===== config.mk =====
export PLATFORM = sky130hd
export DESIGN_NAME = time_tag_record_unwrapper
export DESIGN_NICKNAME = d
export VERILOG_FILES = /design/src/rtl/ttu_pkg.sv /design/src/rtl/ttu_serial_div.sv /design/src/rtl/time_tag_record_unwrapper.sv
export SDC_FILE = /design/constraint.sdc
export NUM_CORES = 1
export LEC_CHECK = 0
export BUFFER_PORTS_ARGS = -buffer_cell sky130_fd_sc_hd__buf_4
export CAP_MARGIN = 40
export CORE_ASPECT_RATIO = 1.2
export CORE_MARGIN = 8
export CORE_UTILIZATION = 35
export CTS_CLUSTER_SIZE = 10
export DETAILED_ROUTE_END_ITERATION = 7
export PLACE_DENSITY = 0.61
export SETUP_SLACK_MARGIN = 0.15
export SYNTH_ARGS = -nofsm -noshare
export SYNTH_HDL_FRONTEND = slang
export SYNTH_SLANG_ARGS = --single-unit

===== constraint.sdc =====
create_clock -name aclk -period 7.4 [get_ports aclk]
set_input_delay 1.11 -clock aclk [delete_from_list [all_inputs] [get_ports aclk]]
set_output_delay 1.11 -clock aclk [all_outputs]
set_load 0.02 [all_outputs]

===== src/rtl/ttu_pkg.sv =====
package ttu_pkg;

    localparam int REC_W      = 32;
    localparam int CHAN_W     = 4;
    localparam int PERIOD_W   = 40;
    localparam int STEP_W     = 32;
    localparam int OUT_TIME_W = 41;
    localparam int TAG_W      = 64;
    localparam int CFG_IDX_W  = 1;
    localparam int CFG_DATA_W = 40;

    localparam logic [CHAN_W-1:0] OVFL_CODE = 4'hF;

    localparam logic [CFG_IDX_W-1:0] REG_TAG_PERIOD    = 1'b0;
    localparam logic [CFG_IDX_W-1:0] REG_OVERFLOW_STEP = 1'b1;

    localparam logic [PERIOD_W-1:0] PERIOD_RESET = 40'd409600000;
    localparam logic [STEP_W-1:0]   STEP_RESET   = 32'd210698240;

    typedef logic [CHAN_W-1:0]     chan_t;
    typedef logic [PERIOD_W-1:0]   period_t;
    typedef logic [STEP_W-1:0]     step_t;
    typedef logic [TAG_W-1:0]      tag_t;

endpackage


===== src/rtl/ttu_serial_div.sv =====
// Restoring divider, one quotient bit per cycle, MSB first.
module ttu_serial_div #(
    parameter int DIVIDEND_W = 56,
    parameter int DIVISOR_W  = 40
) (
    input  logic                  aclk,
    input  logic                  aresetn,
    input  logic                  start,
    input  logic [DIVIDEND_W-1:0] dividend,
    input  logic [DIVISOR_W-1:0]  divisor,
    output logic                  done,
    output logic [DIVIDEND_W-1:0] quotient,
    output logic [DIVISOR_W-1:0]  remainder
);

    localparam int CNT_W = (DIVIDEND_W > 1) ? $clog2(DIVIDEND_W) : 1;

    logic                  busy_reg, busy_next;
    logic                  done_reg, done_next;
    logic [CNT_W-1:0]      cnt_reg, cnt_next;
    logic [DIVIDEND_W-1:0] num_reg, num_next;
    logic [DIVIDEND_W-1:0] quo_reg, quo_next;
    logic [DIVISOR_W-1:0]  rem_reg, rem_next;
    logic [DIVISOR_W:0]    trial;
    logic [DIVISOR_W:0]    diff;
    logic                  fits;

    always_comb begin
        trial = {rem_reg, num_reg[DIVIDEND_W-1]};
        diff  = trial - {1'b0, divisor};
        fits  = trial >= {1'b0, divisor};
    end

    always_comb begin
        busy_next = busy_reg;
        done_next = 1'b0;
        cnt_next  = cnt_reg;
        num_next  = num_reg;
        quo_next  = quo_reg;
        rem_next  = rem_reg;
        if (start) begin
            busy_next = 1'b1;
            cnt_next  = '0;
            num_next  = dividend;
            quo_next  = '0;
            rem_next  = '0;
        end else if (busy_reg) begin
            num_next = num_reg << 1;
            quo_next = {quo_reg[DIVIDEND_W-2:0], fits};
            // remainder stays below the divisor, so the low bits suffice
            rem_next = fits ? diff[DIVISOR_W-1:0] : trial[DIVISOR_W-1:0];
            cnt_next = cnt_reg + CNT_W'(1);
            if (cnt_reg == CNT_W'(DIVIDEND_W - 1)) begin
                busy_next = 1'b0;
                done_next = 1'b1;
            end
        end
    end

    always_ff @(posedge aclk) begin
        if (!aresetn) begin
            busy_reg <= 1'b0;
            done_reg <= 1'b0;
            cnt_reg  <= '0;
        end else begin
            busy_reg <= busy_next;
            done_reg <= done_next;
            cnt_reg  <= cnt_next;
        end
        num_reg <= num_next;
        quo_reg <= quo_next;
        rem_reg <= rem_next;
    end

    assign done      = done_reg;
    assign quotient  = quo_reg;
    assign remainder = rem_reg;

endmodule


===== src/rtl/time_tag_record_unwrapper.sv =====
// Overflow marker records: no item out; the excess is updated in the cycle after accept (PREP),
// then the block returns to IDLE for the next accept. Time records: after accept, PREP, then
// DIV while a tag wrap needs the bit-serial divider (one quotient bit per cycle), then OUT.
// One record is in work at a time; the next can be accepted in the cycle after the result
// is loaded into the output register in OUT, which waits while the receiver stalls.
// Synchronous active-low reset clears excess and tag counter and loads register defaults.
module time_tag_record_unwrapper #(
    parameter int TIME_BITS    = 28,
    parameter int FRAC_BITS    = 8,
    parameter int EXCESS_WIDTH = 56
) (
    input  logic                                 aclk,
    input  logic                                 aresetn,
    input  logic                                 cfg_wr_en,
    input  logic [ttu_pkg::CFG_IDX_W-1:0]        cfg_index,
    input  logic [ttu_pkg::CFG_DATA_W-1:0]       cfg_wr_data,
    input  logic                                 s_valid,
    output logic                                 s_ready,
    input  logic [ttu_pkg::REC_W-1:0]            s_record_word,
    output logic                                 m_valid,
    input  logic                                 m_ready,
    output logic                                 m_second_channel,
    output logic [ttu_pkg::CHAN_W-1:0]           m_channel_code,
    output logic [ttu_pkg::TAG_W-1:0]            m_tag_count,
    output logic signed [ttu_pkg::OUT_TIME_W-1:0] m_time_in_tag_q8
);

    localparam int TW    = TIME_BITS + FRAC_BITS;
    localparam int EW    = EXCESS_WIDTH;
    localparam int PW    = ttu_pkg::PERIOD_W;
    localparam int OW    = ttu_pkg::OUT_TIME_W;
    localparam int SUM_W = ((EW > TW + 1) ? EW : TW + 1) + 1;
    localparam int UW    = SUM_W - 1;
    localparam int AW    = ((EW > ttu_pkg::STEP_W + FRAC_BITS + 1) ?
                            EW : ttu_pkg::STEP_W + FRAC_BITS + 1) + 1;
    localparam int DW    = ((EW > PW + 2) ? EW : PW + 2) + ((TW + 1 > EW) ? TW + 1 : 0);

    localparam logic signed [AW-1:0]    EXC_MAX = (AW'(1) <<< (EW - 1)) - AW'(1);
    localparam logic signed [SUM_W-1:0] OUT_HI  = (SUM_W'(1) <<< (OW - 1)) - SUM_W'(1);
    localparam logic signed [SUM_W-1:0] OUT_LO  = -OUT_HI - SUM_W'(1);

    localparam logic [1:0] ST_IDLE = 2'd0;
    localparam logic [1:0] ST_PREP = 2'd1;
    localparam logic [1:0] ST_DIV  = 2'd2;
    localparam logic [1:0] ST_OUT  = 2'd3;

    logic [1:0]                 state_reg, state_next;
    ttu_pkg::period_t           period_reg;
    ttu_pkg::step_t             step_reg;
    logic signed [EW-1:0]       excess_reg, excess_next;
    ttu_pkg::tag_t              tag_reg, tag_next;
    logic [ttu_pkg::REC_W-1:0]  rec_reg;
    logic signed [OW-1:0]       res_time_reg, res_time_next;

    logic                       m_valid_reg;
    logic                       m_second_channel_reg;
    ttu_pkg::chan_t             m_channel_code_reg;
    ttu_pkg::tag_t              m_tag_count_reg;
    logic signed [OW-1:0]       m_time_in_tag_reg;

    logic [ttu_pkg::REC_W-1:0]  rec_shift;
    ttu_pkg::chan_t             chan;
    logic [TW-1:0]              t_q;
    logic signed [SUM_W-1:0]    sum;
    logic signed [SUM_W-1:0]    sum_m1;
    logic signed [SUM_W-1:0]    sum_clamped;
    logic signed [AW-1:0]       ovf_sum;
    logic                       need_div;
    logic                       out_free;

    logic                       div_start;
    logic                       div_done;
    logic [UW-1:0]              div_quo;
    logic [PW-1:0]              div_rem;
    logic [PW:0]                r_val;
    logic signed [DW-1:0]       new_excess;

    always_comb begin
        rec_shift = rec_reg >> TIME_BITS;
        chan      = rec_shift[ttu_pkg::CHAN_W-1:0];
        t_q       = TW'(rec_reg[TIME_BITS-1:0]) << FRAC_BITS;
        sum       = SUM_W'(excess_reg) + $signed(SUM_W'(t_q));
        sum_m1    = sum - SUM_W'(1);
        ovf_sum   = AW'(excess_reg) + $signed(AW'(step_reg) << FRAC_BITS);
        // reduce only a positive sum strictly above a nonzero period
        need_div  = (sum > 0) && (period_reg != '0) && (sum > $signed(SUM_W'(period_reg)));
        if (sum > OUT_HI) begin
            sum_clamped = OUT_HI;
        end else if (sum < OUT_LO) begin
            sum_clamped = OUT_LO;
        end else begin
            sum_clamped = sum;
        end
        r_val      = {1'b0, div_rem} + (PW + 1)'(1);
        new_excess = $signed(DW'(r_val)) - $signed(DW'(t_q));
        out_free   = !m_valid_reg || m_ready;
    end

    always_comb begin
        state_next    = state_reg;
        excess_next   = excess_reg;
        tag_next      = tag_reg;
        res_time_next = res_time_reg;
        div_start     = 1'b0;
        unique case (state_reg)
            ST_IDLE: begin
                if (s_valid) begin
                    state_next = ST_PREP;
                end
            end
            ST_PREP: begin
                if (chan == ttu_pkg::OVFL_CODE) begin
                    excess_next = (ovf_sum > EXC_MAX) ? EW'(EXC_MAX) : EW'(ovf_sum);
                    state_next  = ST_IDLE;
                end else if (need_div) begin
                    div_start  = 1'b1;
                    state_next = ST_DIV;
                end else begin
                    res_time_next = OW'(sum_clamped);
                    state_next    = ST_OUT;
                end
            end
            ST_DIV: begin
                if (div_done) begin
                    tag_next      = tag_reg + ttu_pkg::TAG_W'(div_quo);
                    excess_next   = EW'(new_excess);
                    res_time_next = $signed(OW'(r_val));
                    state_next    = ST_OUT;
                end
            end
            ST_OUT: begin
                if (out_free) begin
                    state_next = ST_IDLE;
                end
            end
            default: begin
                state_next = ST_IDLE;
            end
        endcase
    end

    ttu_serial_div #(
        .DIVIDEND_W (UW),
        .DIVISOR_W  (PW)
    ) u_div (
        .aclk      (aclk),
        .aresetn   (aresetn),
        .start     (div_start),
        .dividend  (sum_m1[UW-1:0]),
        .divisor   (period_reg),
        .done      (div_done),
        .quotient  (div_quo),
        .remainder (div_rem)
    );

    always_ff @(posedge aclk) begin
        if (!aresetn) begin
            state_reg   <= ST_IDLE;
            period_reg  <= ttu_pkg::PERIOD_RESET;
            step_reg    <= ttu_pkg::STEP_RESET;
            excess_reg  <= '0;
            tag_reg     <= '0;
            m_valid_reg <= 1'b0;
        end else begin
            state_reg  <= state_next;
            excess_reg <= excess_next;
            tag_reg    <= tag_next;
            if (cfg_wr_en) begin
                if (cfg_index == ttu_pkg::REG_TAG_PERIOD) begin
                    period_reg <= cfg_wr_data[PW-1:0];
                end
                if (cfg_index == ttu_pkg::REG_OVERFLOW_STEP) begin
                    step_reg <= cfg_wr_data[ttu_pkg::STEP_W-1:0];
                end
            end
            if (state_reg == ST_OUT && out_free) begin
                m_valid_reg <= 1'b1;
            end else if (m_ready) begin
                m_valid_reg <= 1'b0;
            end
        end
        res_time_reg <= res_time_next;
        if (state_reg == ST_IDLE && s_valid) begin
            rec_reg <= s_record_word;
        end
        if (state_reg == ST_OUT && out_free) begin
            m_second_channel_reg <= (chan != '0);
            m_channel_code_reg   <= chan;
            m_tag_count_reg      <= tag_reg;
            m_time_in_tag_reg    <= res_time_reg;
        end
    end

    assign s_ready          = (state_reg == ST_IDLE);
    assign m_valid          = m_valid_reg;
    assign m_second_channel = m_second_channel_reg;
    assign m_channel_code   = m_channel_code_reg;
    assign m_tag_count      = m_tag_count_reg;
    assign m_time_in_tag_q8 = m_time_in_tag_reg;

endmodule


==> Yosys cells after proc, flatten, opt, wreduce, memory -nomap -nowiden <==
Index checks and enable logic that the tools add are counted.
{ "word_totals": {"out_inout_bits": 112, "register_bits": 538, "word_cells": 94, "inputBits": 78} }
{ "classes": {"eq_ne": 11, "n_reduce_logical": 20, "magnitude_cmp": 6, "n_mux": 28, "bitwise": 3, "addsub": 8} }
{ "ops": {"columns": ["op", "count"], "rows": [
  ["56-bit 2-to-1 mux", 5],
  ["41-bit 2-to-1 mux", 5],
  ["56-bit case mux with 2 select lines", 1],
  ["41-bit case mux with 2 select lines", 1],
  ["64-bit by 56-bit adder with 64-bit output", 1],
  ["56-bit by 37-bit adder with 57-bit output", 1],
  ["56-bit by 41-bit adder with 57-bit output", 1],
  ["57-bit by 1-bit greater-than comparator with 1-bit output, second input constant", 1],
  ["57-bit by 41-bit greater-than comparator with 1-bit output", 1],
  ["57-bit by 41-bit greater-than comparator with 1-bit output, second input constant", 1],
  ["57-bit by 56-bit greater-than comparator with 1-bit output, second input constant", 1],
  ["57-bit by 41-bit less-than comparator with 1-bit output, second input constant", 1],
  ["56-bit by 2-bit subtractor with 56-bit output, second input constant", 1],
  ["41-bit by 36-bit subtractor with 42-bit output", 1],
  ["40-bit by 1-bit adder with 41-bit output, second input constant", 1],
  ["41-bit by 40-bit greater-or-equal comparator with 1-bit output", 1],
  ["40-bit 2-to-1 mux", 1],
  ["40-bit nonzero test", 1],
  ["40-bit subtractor", 1],
  ["1-bit 2-to-1 mux", 10],
  ["2-bit != test, second input constant", 5],
  ["2-bit 2-to-1 mux", 4],
  ["2-bit case mux with 4 select lines", 1],
  ["6-bit by 1-bit adder with 6-bit output, second input constant", 1],
  ["other kinds (17)", 28]
]} }

==> Depth between registers and ports, before layout <==
{ "logic_depth": {"word_depth": 8, "mapped_depth": 23, "ltp_nobuf": 21} }

==> By module <==
A second synthesis with hierarchy kept.
{ "hier_totals": {"hier_cells": 3879, "hier_area_um2": 34625.7} }
{ "modules_own_cells": {"columns": ["mod", "area_per_inst_um2", "cells_per_inst", "instances", "seq_area_each_um2"], "rows": [
  ["time_tag_record_unwrapper", 25854.8, 2962, 1, 9399.0],
  ["ttu_serial_div", 8770.9, 917, 1, 3763.6]
]} }

==> Worst setup path after synthesis <==
OpenSTA, ideal clock, no wires.
{ "synth_path": {"kind": "in2reg", "from": "input m_ready", "to": "register m_channel_code_reg[0] (netlist: m_channel_code[0]), enable pin", "setup_ps": 593, "n_path_buf": 0, "arrival_ps": 6045, "required_time_ps": 6807, "path_stages": 2, "setup_slack_ps": 761, "path_cell_list": "nor2b_1 > nor2b_1"} }
{ "synth_between": {"elab_chain_cells": 2} }
{ "synth_lines": {"columns": ["element", "line", "source"], "rows": [
  ["from (decl)", "time_tag_record_unwrapper.sv:21", "input logic m_ready,"],
  ["1-bit logical OR", "time_tag_record_unwrapper.sv:96", "out_free = !m_valid_reg || m_ready;"],
  ["1-bit logical AND", "time_tag_record_unwrapper.sv:186", "if (state_reg == ST_OUT && out_free) begin"],
  ["to (signal assigned)", "time_tag_record_unwrapper.sv:188", "m_channel_code_reg <= chan;"],
  ["to (decl)", "time_tag_record_unwrapper.sv:57", "ttu_pkg::chan_t m_channel_code_reg;"]
]} }
Every way passes these cells.
A chain may end at the register's enable or synchronous reset.

==> Worst setup path in the final report <==
{ "layout_path": {"from": "register rec_reg[0] in the netlist's numbering", "to": "register res_time_reg[7], enable pin"} }
{ "layout_between": {"elab_chain_cells": 6, "elab_cells_between_ends": 7, "cone_classes": "add/sub (1); order compare (2); eq/ne (1); reduce/logical (3)"} }
{ "layout_lines": {"columns": ["element", "line", "source"], "rows": [
  ["from (decl)", "time_tag_record_unwrapper.sv:52", "logic [ttu_pkg::REC_W-1:0] rec_reg;"],
  ["from (signal assigned)", "time_tag_record_unwrapper.sv:184", "rec_reg <= s_record_word;"],
  ["56-bit by 37-bit adder with 57-bit output *", "time_tag_record_unwrapper.sv:82", "sum = SUM_W'(excess_reg) + $signed(SUM_W'(t_q));"],
  ["57-bit by 1-bit greater-than comparator with 1-bit output", "time_tag_record_unwrapper.sv:86", "need_div = (sum > 0) && (period_reg != '0) && (sum > $signed(SUM_W'(period_reg)));"],
  ["1-bit logical AND", "time_tag_record_unwrapper.sv:86", null],
  ["1-bit logical AND *", "time_tag_record_unwrapper.sv:86", null],
  ["2-bit != test (no line) *", null, null],
  ["4-bit AND reduction (no line) *", null, null],
  ["to (signal assigned)", "time_tag_record_unwrapper.sv:182", "res_time_reg <= res_time_next;"],
  ["to (decl)", "time_tag_record_unwrapper.sv:53", "logic signed [OW-1:0] res_time_reg, res_time_next;"]
]} }
Mark *: on every way between the ends. The rest lies on a longest branch, timed or not.

==> qor.csv <==
metric,value,unit
outcome,completed,
finalHoldViolCount,0,
clockRootBuffer,clkbuf_16,
clkPwrFrac,26.3,%
synth_area_leaders,"edfxtp_1 21%, dfxtp_1 17%, ha_1 8.4%",
rrSetupSlack,1.25,ns
cts_hold_buf,0,
cts.repair.resized,0,
worst-r2r-cell-count,22,
ir_drop,196,µV
clk_path_buf_depth,3,
io_buffers,189,
holdPathStages,0,
fin_crit,6.15,ns
netlist_area,34400,µm²
met2_usage,33.2,%
die_area,109000,µm²
slew-limit-headroom,38.1,%
p_switching,4.65,mW
first_iter_violations,1974,
startpoint_type,flip-flop,
n_antenna_cell,0,
hold_start,res_time_reg[7],
gr-usage-met3,2.90,%
vias_per_cell,5.58,
skew,0.0462,ns
antenna_found_initial,1,
synth_cell_types,99,
initial_core_util,35.1,%
setup_viol,0,
synth_enable_flop_cells,239,
finalCritPeriodShare,83.1,%
synth.largest_area_cell,edfxtp_1,
yosys_register_bits,538,
fillers,9787,
worst_pin_slew,0.920,ns
wl,112000,µm
busiest_layer,met2,
place_congestion,0.942,
cp_max_fo,31,
core_area,97900,µm²
postSynthAreaPerCell,9.10,µm²
grt_max_degree,96,
cts_tree,yes,
cts_inserted_buffers,68,
critPathKind,flip-flop to flip-flop,
fp.dieH,359,µm
clkTransAtPathRegs,0.05,ns
async_reset_ff_share,0,%
cp-end-kind,flip-flop,
cts_sinks,538,
grtUsageTotal,19.9,%
switching_share,38.5,%
post-cts-setup-buffers,0,
fp-row-count,126,
ys.warnings.count,0,
worstPathRequired,7.68,ns
pwr-share-comb,40.2,%
overflow,0,
syn_nets,4090,
dp_hpwl,87700,µm
postSynthCellCount,3775,
power,12.1,mW
nets,4213,
fmax,163,MHz
syn_to_final_growth,14.0,%
internal-power,7.44,mW
power.density,308,nW/µm²
die_w,302,µm
drv_cap,0,
ys_seq_area_share,38.3,%
drive_gt1_share,10.5,%
pin_count,190,
post-synth-top-area-fraction,20.9,%
r2r_start,rec_reg[0],
drc,0,
holdPathEnd,m_time_in_tag_q8[7],
leakagePower,15.5,nW
use_met1,25.1,%
hp-class,flip-flop to flip-flop,
rsz0062_at_grt,false,
drt-wirelength-per-cell,21.4,µm
grt_pass1_wl,169000,µm
grt_pass1_vias,28200,
antenna_left,0,
ys.flop_type,dfxtp_1,
num_vias,29200,
critical_path_arrival,6.43,ns
p_seq_share,33.5,%
clk_latency,0.63,ns
slew_violations,0,
htreeDepth,3,
tns,0,ns
dr.pass1.iters,6,
reg2reg_to,res_time_reg[7],
[placed cells by master (no fill, tap or decap), types with 53 or more instances in the layout]
cell / synthesis / routed
xor2_1: 107 / 107
o21ai_0: 226 / 226
nand4_1: 71 / 71
a21oi_1: 240 / 240
ha_1: 232 / 231
and2_1: 69 / 68
buf_4: 1 / 223
nor3_1: 68 / 68
a21o_1: 112 / 112
o211ai_1: 53 / 53
clkbuf_16: 0 / 72
dfxtp_1: 299 / 298
xnor2_1: 164 / 164
nor2_1: 238 / 238
edfxtp_1: 239 / 239
inv_1: 151 / 151
mux2i_1: 67 / 67
nand3_1: 106 / 106
a21boi_0: 79 / 79
nand2_1: 424 / 423
[critical path, cell delays in order (launching register included)]
cell,delay [ns]
edfxtp_1,0.39
ha_1,0.25
fa_1,0.45
a211oi_1,0.37
o211ai_1,0.24
o211a_1,0.19
or3_4,0.35
a311oi_2,0.37
xnor2_2,0.25
ha_1,0.33
a21o_1,0.18
a21oi_1,0.16
nor2b_1,0.06
o21ai_0,0.15
nand2b_1,0.08
a211oi_1,0.22
o21ai_0,0.13
a2bb2oi_1,0.18
o21ai_0,0.17
a31o_2,0.33
a21boi_0,0.19
o221a_2,0.49
buf_12,0.26
[per-stage QoR]
stage                     cells  area (µm²)  util (%)  hold WS, ns  setup slack (ns)
after floorplan            3775       34400         -        0.400             0.761
after global placement     5099       37000      37.8        0.403              1.33
after detailed placement   5108       37100      37.9        0.406              1.26
after CTS                  5232       39200      40.0        0.416              1.21
after global routing       5232       39200      40.0        0.417             0.783
final                      5232       39200      40.0        0.417              1.25
[worst max path at each step]
stage                          start                  to  slack, ns  cells past startpoint
final                     rec_reg[0]     res_time_reg[7]       1.25                     22
after global routing      rec_reg[6]     res_time_reg[7]       0.78                     20
after CTS                 rec_reg[0]     res_time_reg[7]       1.21                     22
after detailed placement  rec_reg[0]    res_time_reg[12]       1.26                     22
after global placement    rec_reg[0]  u_div.quotient[42]       1.33                     18
after floorplan              m_ready   m_channel_code[0]       0.76                      2
[area by class of cell]
cell class                      instances  area [µm²]  share of cell area, %
Multi-Input combinational cell       2904       19900                   50.8
Sequential cell                       538       13200                   33.6
Inverter                              151         567                   1.45
Timing Repair Buffer                  235        1860                   4.75
Clock inverter                         13         119                  0.303
Clock buffer                          111        1970                   5.02
Tap cell                             1280        1600                   4.09
[power by group through the flow]
| stage | clock (mW) | sequential [mW] | combinational, mW |
|---|---|---|---|
| final | 3.18 | 4.05 | 4.86 |
| after global routing | 3.38 | 4.09 | 5.31 |
| after CTS | 3.27 | 4.04 | 4.81 |
| after detailed placement | 0 | 4.10 | 4.79 |
| after global placement | 0 | 4.12 | 4.71 |
| after floorplan | 0 | 3.93 | 3.57 |
[metal layers]
metal	vias up	share of wire, %
li1	14200	-
met1	13900	43
met2	889	47
met3	192	5.4
met4	2	5.1
met5	-	0.012
[kinds of logic (layout without fill, tap and decap cells)]
kind of cell | Yosys count | in the layout | share of synthesized area (%)
multiplexers | 100 | 100 | 3.33
XOR/XNOR | 272 | 272 | 6.95
adder cells (fa/ha/maj) | 237 | 237 | 8.74
AND/OR/NAND/NOR | 1201 | 1201 | 17.1
AO/OA/AOI/OAI | 1094 | 1094 | 21.7
flip-flops | 538 | 538 | 38.3
buffers and inverters | 333 | 510 | 3.89
[cells in the mapped netlist, drive strengths merged, types with 33 or more instances]
cell and n:
nand2 424, dfxtp 299, a21oi 241, edfxtp 239, nor2 239, ha 232, o21ai 231, xnor2 165
inv 151, clkbuf 145, a21o 112, nand3 107, xor2 107, a21boi 79, nand4 71, and2 70
nor3 70, mux2i 67, o211ai 53, a211oi 45, a221o 41, buf 37, nand2b 37, nor4 36
o211a 36, o21a 36, mux2 33
(Power assumes the default switching activity.)
